<file path="config.mk">
export PLATFORM = sky130hd
export DESIGN_NAME = ambmm_decode
export DESIGN_NICKNAME = d
export VERILOG_FILES = /design/src/rtl/core/ambmm_pkg.sv /design/src/rtl/core/ambmm_decode.sv
export SDC_FILE = /design/constraint.sdc
export NUM_CORES = 1
export LEC_CHECK = 0
export ABC_AREA = 1
export CAP_MARGIN = 10
export CELL_PAD_IN_SITES_DETAIL_PLACEMENT = 1
export CELL_PAD_IN_SITES_GLOBAL_PLACEMENT = 1
export CORE_AREA = 2 2 39 41
export DETAILED_ROUTE_END_ITERATION = 7
export DIE_AREA = 0 0 41 43
export DONT_BUFFER_PORTS = 1
export GPL_TIMING_DRIVEN = 0
export PLACE_DENSITY_LB_ADDON = 0.2
export RECOVER_POWER = 50
export SLEW_MARGIN = 30
export SYNTH_ARGS = -nofsm -noshare
export SYNTH_HDL_FRONTEND = slang
export SYNTH_SLANG_ARGS = --single-unit
</file>
<file path="constraint.sdc">
create_clock -name vclk -period 1.77
set_input_delay 0.0885 -clock vclk [all_inputs]
set_output_delay 0.0885 -clock vclk [all_outputs]
set_load 0.01 [all_outputs]
</file>
<file path="src/rtl/core/ambmm_pkg.sv">
// Shared types and constants for the arcade main-bus memory map.
// Used by the address decoder, the RAM and the top level.
`default_nettype none

package ambmm_pkg;

    // Stream widths, bytes rounded up.
    localparam int unsigned S_TDATA_W = 64;
    localparam int unsigned M_TDATA_W = 104;

    // One shared RAM holds all five banks; this is its word address width.
    localparam int unsigned RAM_AW    = 14;
    localparam int unsigned RAM_DEPTH = 1 << RAM_AW;
    localparam int unsigned RAM_DW    = 16;

    // Address tags that pick each region out of the 24-bit byte address.
    localparam logic [5:0]  TAG_ROM    = 6'h00;   // a[23:18]
    localparam logic [11:0] TAG_FG     = 12'h080; // a[23:12]
    localparam logic [11:0] TAG_BG     = 12'h0C0; // a[23:12]
    localparam logic [13:0] TAG_SPRITE = 14'h0400; // a[23:10]
    localparam logic [11:0] TAG_PAL    = 12'h140; // a[23:12]
    localparam logic [19:0] TAG_IO     = 20'h18000; // a[23:4]
    localparam logic [9:0]  TAG_WORK   = 10'h070; // a[23:14]

    // Bank prefixes inside the shared RAM address.
    localparam logic [2:0] BANK_FG     = 3'b100;
    localparam logic [2:0] BANK_BG     = 3'b101;
    localparam logic [2:0] BANK_PAL    = 3'b110;
    localparam logic [4:0] BANK_SPRITE = 5'b11100;
    localparam logic       BANK_WORK   = 1'b0;

    localparam logic [15:0] UNMAPPED_WORD = 16'hFFFF;
    localparam logic [1:0]  IRQ_ACK_L6    = 2'b01;
    localparam logic [1:0]  IRQ_ACK_L5    = 2'b10;

    // Configuration register indexes.
    localparam logic CFG_DIP_A = 1'b0;
    localparam logic CFG_DIP_B = 1'b1;

    typedef enum logic [1:0] {
        AREA_NONE,
        AREA_ROM,
        AREA_RAM,
        AREA_IO
    } t_area;

    // I/O word slots, coded as address bits 3..1.
    typedef enum logic [2:0] {
        IO_DIP_A      = 3'd0,
        IO_DIP_B      = 3'd1,
        IO_PLAYER_ONE = 3'd2,
        IO_PLAYER_TWO = 3'd3,
        IO_SYSTEM     = 3'd4,
        IO_FLIP       = 3'd5
    } t_io;

    typedef struct packed {
        t_area              area;
        t_io                io;
        logic               is_pal;
        logic [RAM_AW-1:0]  ram_addr;
        logic [8:0]         pal_index;
    } t_dec;

    typedef struct packed {
        logic [15:0] read_data;
        logic        rom_fetch;
        logic [16:0] rom_word_address;
        logic [1:0]  irq_clear;
        logic        sound_nmi;
        logic [7:0]  sound_latch;
        logic [8:0]  scroll_x;
        logic [8:0]  scroll_y;
        logic        flip_screen;
        logic        palette_update;
        logic [8:0]  palette_index;
        logic [23:0] palette_color;
    } t_result;

endpackage

`default_nettype wire

</file>
<file path="src/rtl/core/ambmm_decode.sv">
// Address decoder for the main bus: region, I/O slot and shared-RAM address.
// Depends on ambmm_pkg.
`default_nettype none

module ambmm_decode (
    input  wire logic [23:0]     i_address,
    output ambmm_pkg::t_dec      o_dec
);
    import ambmm_pkg::*;

    always_comb begin
        o_dec           = '0;
        o_dec.area      = AREA_NONE;
        o_dec.io        = IO_DIP_A;
        o_dec.pal_index = i_address[9:1];
        priority if (i_address[23:18] == TAG_ROM) begin
            o_dec.area = AREA_ROM;
        end else if (i_address[23:12] == TAG_FG) begin
            o_dec.area     = AREA_RAM;
            o_dec.ram_addr = {BANK_FG, i_address[11:1]};
        end else if (i_address[23:12] == TAG_BG) begin
            o_dec.area     = AREA_RAM;
            o_dec.ram_addr = {BANK_BG, i_address[11:1]};
        end else if (i_address[23:10] == TAG_SPRITE) begin
            o_dec.area     = AREA_RAM;
            o_dec.ram_addr = {BANK_SPRITE, i_address[9:1]};
        end else if (i_address[23:12] == TAG_PAL) begin
            o_dec.area     = AREA_RAM;
            o_dec.is_pal   = 1'b1;
            o_dec.ram_addr = {BANK_PAL, i_address[11:1]};
        end else if (i_address[23:4] == TAG_IO) begin
            unique case (i_address[3:1])
                IO_DIP_A, IO_DIP_B, IO_PLAYER_ONE,
                IO_PLAYER_TWO, IO_SYSTEM, IO_FLIP: begin
                    o_dec.area = AREA_IO;
                    o_dec.io   = t_io'(i_address[3:1]);
                end
                default: begin
                    o_dec.area = AREA_NONE;
                end
            endcase
        end else if (i_address[23:14] == TAG_WORK) begin
            o_dec.area     = AREA_RAM;
            o_dec.ram_addr = {BANK_WORK, i_address[13:1]};
        end else begin
            o_dec.area = AREA_NONE;
        end
    end

endmodule

`default_nettype wire

</file>
# [Yosys cells after proc, flatten, opt, wreduce, memory -nomap -nowiden]
# Index checks and enable logic that the tools add are counted.
[classes] mux=22 eq_ne=11 reduce_logical=3
[ops] operator="14-bit 2-to-1 mux" count=4
[ops] operator="13-bit 2-to-1 mux" count=2
[ops] operator="12-bit by 8-bit == test with 1-bit output, second input constant" count=2
[ops] operator="20-bit by 17-bit == test with 1-bit output, second input constant" count=1
[ops] operator="18-bit 2-to-1 mux" count=1
[ops] operator="2-bit 2-to-1 mux" count=8
[ops] operator="14-bit by 11-bit == test with 1-bit output, second input constant" count=1
[ops] operator="12-bit by 9-bit == test with 1-bit output, second input constant" count=1
[ops] operator="4-bit 2-to-1 mux" count=3
[ops] operator="10-bit by 7-bit == test with 1-bit output, second input constant" count=1
[ops] operator="3-bit 2-to-1 mux" count=3
[ops] operator="3-bit by 2-bit == test with 1-bit output, second input constant" count=2
[ops] operator="3-bit == test, second input constant" count=2
[ops] operator="6-bit zero test" count=1
[ops] operator="6-bit OR reduction" count=1
[ops] operator="3-bit by 1-bit == test with 1-bit output, second input constant" count=1
[ops] operator="3-bit zero test" count=1
[ops] operator="1-bit 2-to-1 mux" count=1
[totals] reg_bits=0 input_bits=24

# [Longest topological paths before layout]
# Gate-level depths: netlist (run 1).
[depth] ltp_word=9 mapped_depth=7 ltp_nobuf=7

# [Worst setup path before layout (run 1)]
# OpenSTA, ideal clock, no wires.
[synth_path] path_kind="input to output" from="input i_address[23]" to="output o_dec[10] (netlist name)" arrival_time_ps=841 slack_ps=841 n_path_buf=0 stages=7 cell_sequence="nor2_2 nand3_2 nor2_2 nand2_2 nand2_2 nor2_4 nor2_1"
[synth_lines] item="start: declaration" line="ambmm_decode.sv:6" rtl="input wire logic [23:0] i_address,"
[synth_lines] item="end: declaration" line="ambmm_decode.sv:7" rtl="output ambmm_pkg::t_dec o_dec"

==> reports/metrics.cfg, run 1 <==
[run_status]
run_status=completed

[sta]
period_share_pct=65.2
rsz0062_at_grt=false
worst_pin_slew_ns=0.501
fin_tns_setup_ns=0
maxSlewViolCount=0
hold_viol_final=0
fin_crit_ns=1.15
setup_viol=0
slew_headroom_pct=66.3
clock.fmax_ghz=0.867

[final_layout]
drive_gt1_share_pct=8.82
syn_to_final_growth_pct=-3.92
final-seq-area_sq_um=0
seq_cells=0
nets=128
postLayoutCoreUtil_pct=33.3
fill_cells=231
antenna_cells=0
clock_buffer_count=0

[floorplanning]
die_h_um=43
io_pins=53
num_rows=14
start_util_pct=34.6
die_w_um=41
fp.dieArea_sq_um=1760
coreArea_sq_um=1380

[synthesis]
synth_nets=126
yosysWarnings=0
ys_types=14
synth_common_cells=nand2_1 (29), nor2_1 (28), inv_1 (14), buf_4 (9), nor2_2 (5)
syn-instance-count=102
syn_area_sq_um=479
synth_area_leaders=nand2_1 (23%), nor2_1 (22%), buf_4 (14%)
synth_area_per_cell_sq_um=4.70
seq_area_frac_synth_pct=0
synth_most_common_cell=nand2_1
synth_top_area_share_pct=22.7
synth_top_area_cell=nand2_1

[worst_setup_path]
start_kind=input port
worstPathMaxFanout=10
worst-path-buf-inv=0
path_cells=nor2_1 > nand3_2 > nor2_2 > nand2_1 > nand2_2 > nor2_4 > nor2_1
cp.required_ns=1.68
cp-end-kind=primary output
worst_path_largest_cell_delay_ns=0.19
critPathTopFamily=simple AND/OR/NAND/NOR gates
crit_type=input port to primary output
startpoint=i_address[23]
slowest_stage=nor2_1
cp_common_cell=nor2_1
cp.arrival_ns=1.07

[worst_hold_path]
hold-path-endpoint=o_dec[25]
min_from=i_address[3]
hold_class=input port to primary output
min_path_cells=1

[power_and_ir_drop]
internal_power_mw=0.0168
power.density_nw_per_um2=105
p_sw_share_pct=65.3
p_comb_share_pct=100.0
pwr-share-clk_pct=0
p_seq_share_pct=0
p_leak_nw=0.290
p_sw_mw=0.0316
peakVddDrop_mv=0.0330

[placed_design]
dpl.hpwl_um=1220
gp_congestion=0.718
port_buffers=0

[global_route]
antenna_found_initial=0
grt_pass1_wl_um=1970
track_usage_pct=14.8
grt_max_degree=11
gr-total-overflow=0
grt_pass1_vias=492

[clock_tree]
post_cts_buffers=0
ctsResizeCount=0
hold_buffers=0

[routing]
drc=0
num_vias=590
drt_iter0_markers=3
detail-route-antenna-nets=0
wl_um=1330
wl_per_cell_um=11.3
viasPerCell=5.00
drt_first_pass_iters=4

[job]
drv_cap=0

[how the worst max path moves through the flow]
stage,to,depth (start not counted),slack [ns]
2_1_floorplan,o_dec[10],7,0.84
3_3_place_gp,o_dec[25],5,0.71
3_5_place_dp,o_dec[12],7,0.71
4_1_cts,o_dec[12],7,0.69
5_1_grt,o_dec[15],7,0.46
6_report,o_dec[12],7,0.62
[cell usage in the layout, fill, tap and decap left out, drive strengths merged]
cell	n
buf	1
nand2	31
nand3	6
inv	14
o211ai	2
nand4	2
nor4	2
nor2	34
clkbuf	9
o21ai	1
[cell families (layout without fill, tap and decap cells)]
logic type	Yosys count	after routing	synth area share, %
buffers and inverters	24	24	26.1
AOI/OAI and AO/OA	3	3	4.18
and+or+nand+nor	75	75	69.7
[metrics by stage]
| step | total power, mW | worst slack (ns) | cells | hold WS [ns] | area [sq um] |
|---|---|---|---|---|---|
| floorplan | 0.0512 | 0.841 | 102 | 0.230 | 479 |
| global placement | 0.0565 | 0.711 | 118 | 0.235 | 499 |
| detailed placement | 0.0581 | 0.706 | 118 | 0.232 | 499 |
| global route | 0.0565 | 0.465 | 118 | 0.236 | 460 |
| finish | 0.0484 | 0.616 | 118 | 0.232 | 460 |
| CTS | 0.0582 | 0.695 | 118 | 0.232 | 499 |
[metal layers]
layer / share of wire [%] / GRT usage, % / routed length [um] / vias up
li1: - / - / - / 303
met1: 37 / 17.4 / 495 / 263
met2: 55 / 29.1 / 734 / 24
met3: 7.7 / 0 / 102 / 0
met4: 0 / 0 / 0 / 0
met5: 0 / 0 / 0 / -
[area by class of cell]
| type | count | area, sq um | area share, % |
|---|---|---|---|
| multi-input cells | 78 | 349 | 75.8 |
| well taps | 16 | 20.0 | 4.35 |
| plain buffers | 10 | 38.8 | 8.42 |
| inverters | 14 | 52.6 | 11.4 |
[power by group through the flow]
stage               sequential (mW)  clock (mW)  combinational, mW
floorplan                         0           0             0.0512
global placement                  0           0             0.0565
detailed placement                0           0             0.0581
CTS                               0           0             0.0582
global route                      0           0             0.0565
finish                            0           0             0.0484
No activity file was read; power rests on OpenSTA's default activity.
==> inputs of run 2 (changes only) <==
--- a/config.mk
+++ b/config.mk
@@ -9,9 +9,9 @@
 export CAP_MARGIN = 10
 export CELL_PAD_IN_SITES_DETAIL_PLACEMENT = 1
 export CELL_PAD_IN_SITES_GLOBAL_PLACEMENT = 1
-export CORE_AREA = 2 2 39 41
+export CORE_MARGIN = 1.5
+export CORE_UTILIZATION = 34
 export DETAILED_ROUTE_END_ITERATION = 7
-export DIE_AREA = 0 0 41 43
 export DONT_BUFFER_PORTS = 1
 export GPL_TIMING_DRIVEN = 0
 export PLACE_DENSITY_LB_ADDON = 0.2
==> constraint.sdc (replaced) <==
create_clock -name vclk -period 0.9
set_input_delay 0.045 -clock vclk [all_inputs]
set_output_delay 0.045 -clock vclk [all_outputs]
set_load 0.01 [all_outputs]
==> run 2 against run 1 <==
Against the previous run:
- the run now ends with negative setup slack left
- global-route usage down 0.26 points
- via count up 9.0%
- non-clock buffer count up 8
- final cell count up 5.9%
- die area down 6.8%
- power rose to 3.0 times the previous value
==> reports/metrics.cfg, run 2 (synthesis gave the netlist of run 1 again) <==
[power_and_ir_drop]
p_sw_mw=0.0967
p_comb_share_pct=100.0
peakVddDrop_mv=0.112
pwr-share-clk_pct=0
p_seq_share_pct=0
fin_total_pwr_mw=0.146
internal_power_mw=0.0492
power.density_nw_per_um2=202
p_sw_share_pct=66.3
p_leak_nw=0.345

[worst_setup_path]
crit_type=input port to primary output
crit_cells=4
start_kind=input port
worst_path_largest_cell_delay_ns=0.49
cp.arrival_ns=0.95
worstPathMaxFanout=3
cp.required_ns=0.85
critPathTopFamily=simple AND/OR/NAND/NOR gates
path_cells=nor2_4 > nand3_4 > buf_4 > nor4_1
crit_end=o_dec[26]
startpoint=i_address[22]
slowest_stage=nor4_1
worst-path-buf-inv=1
cp-end-kind=primary output

[routing]
drt_iter0_markers=3
num_vias=643
detail-route-antenna-nets=0
wl_um=1830
drt_first_pass_iters=4
wl_per_cell_um=14.6
viasPerCell=5.14
drc=0

[final_layout]
layout_commonest_cell=nand2_1
nets=136
final_cell_mix=nand2_1 (24), nor2_4 (16), inv_1 (13)
drive_gt1_share_pct=46.4
antenna_cells=0
fin_cells=125
final-seq-area_sq_um=0
clock_buffer_count=0
syn_to_final_growth_pct=50.9
fin_area_sq_um=723
seq_cells=0

[run_status]
violations=negative setup slack
run_status=finished with violations

[sta]
fin_hold_ws_ns=0.129
setup_viol=12
worst_pin_slew_ns=0.575
maxSlewViolCount=0
period_share_pct=110
fin_tns_setup_ns=-0.671
clock.fmax_ghz=1.01
fin_crit_ns=0.990
layout_setup_ws_ns=-0.0903
hold_viol_final=0
rsz0062_at_grt=true
slew_headroom_pct=61.3

[clock_tree]
hold_buffers=0

[global_route]
grt_pass1_vias=448
track_usage_pct=14.5
met1_usage_pct=16.0
top_usage_layer=met2
antenna_found_initial=0
grt_pass1_wl_um=1700
grt_max_degree=11
met3_usage_pct=0
gr-total-overflow=0
met2_usage_pct=31.3

[floorplanning]
fp.dieArea_sq_um=1640
io_pins=53
coreArea_sq_um=1300
die_h_um=40.5
start_util_pct=36.8
num_rows=13
die_w_um=40.5

[placed_design]
placed_cell_area_sq_um=498
port_buffers=0
place_inst=117
gp_congestion=0.631
dpl.hpwl_um=1170

[worst_hold_path]
hold_class=input port to primary output

[job]
drv_cap=0

## run 2: cell count changes in the layout (fill, tap and decap cells not counted), sizes merged
cell    delta
clkbuf     -1
buf        +9
## run 2: stage by stage
stage,setup slack [ns],util [%]
finish,-0.0903,55.6
global placement,-0.0657,38.3
CTS,-0.0537,41.7
floorplan,0.0576,-
global route,-0.140,55.6
detailed placement,-0.0745,38.3
## run 2: how the worst min path moves through the flow
stage / from / endpoint / depth (start not counted)
floorplan: i_address[3] / o_dec[25] / 1
finish: i_address[3] / o_dec[25] / 1
global route: i_address[3] / o_dec[25] / 1
global placement: i_address[3] / o_dec[25] / 1
CTS: i_address[2] / o_dec[26] / 1
detailed placement: i_address[2] / o_dec[26] / 1
## run 2: repair_timing
action,CTS,global route
endpoints found under the setup margin,15,17
gates resized for setup,13,36
buffers inserted,0,9
hold endpoints to repair,0,0
pin swaps,3,14
## run 2: final cells by class
class                      instances  area, sq um
tap                               15         18.8
buffer                            10         48.8
inverter                          14         52.6
fill                             191          578
timing repair buffer               8         76.3
multi-input combinational         78          527
## run 2: power groups by stage
stage | Sequential, mW | Clock (mW) | Combinational (mW)
floorplan | 0 | 0 | 0.101
global placement | 0 | 0 | 0.111
detailed placement | 0 | 0 | 0.115
CTS | 0 | 0 | 0.125
global route | 0 | 0 | 0.161
finish | 0 | 0 | 0.146
## run 2: layer usage
metal	up-vias	routed length, um
met2	29	1080
met3	0	118
met4	0	0
li1	320	-
met1	294	631
met5	-	0
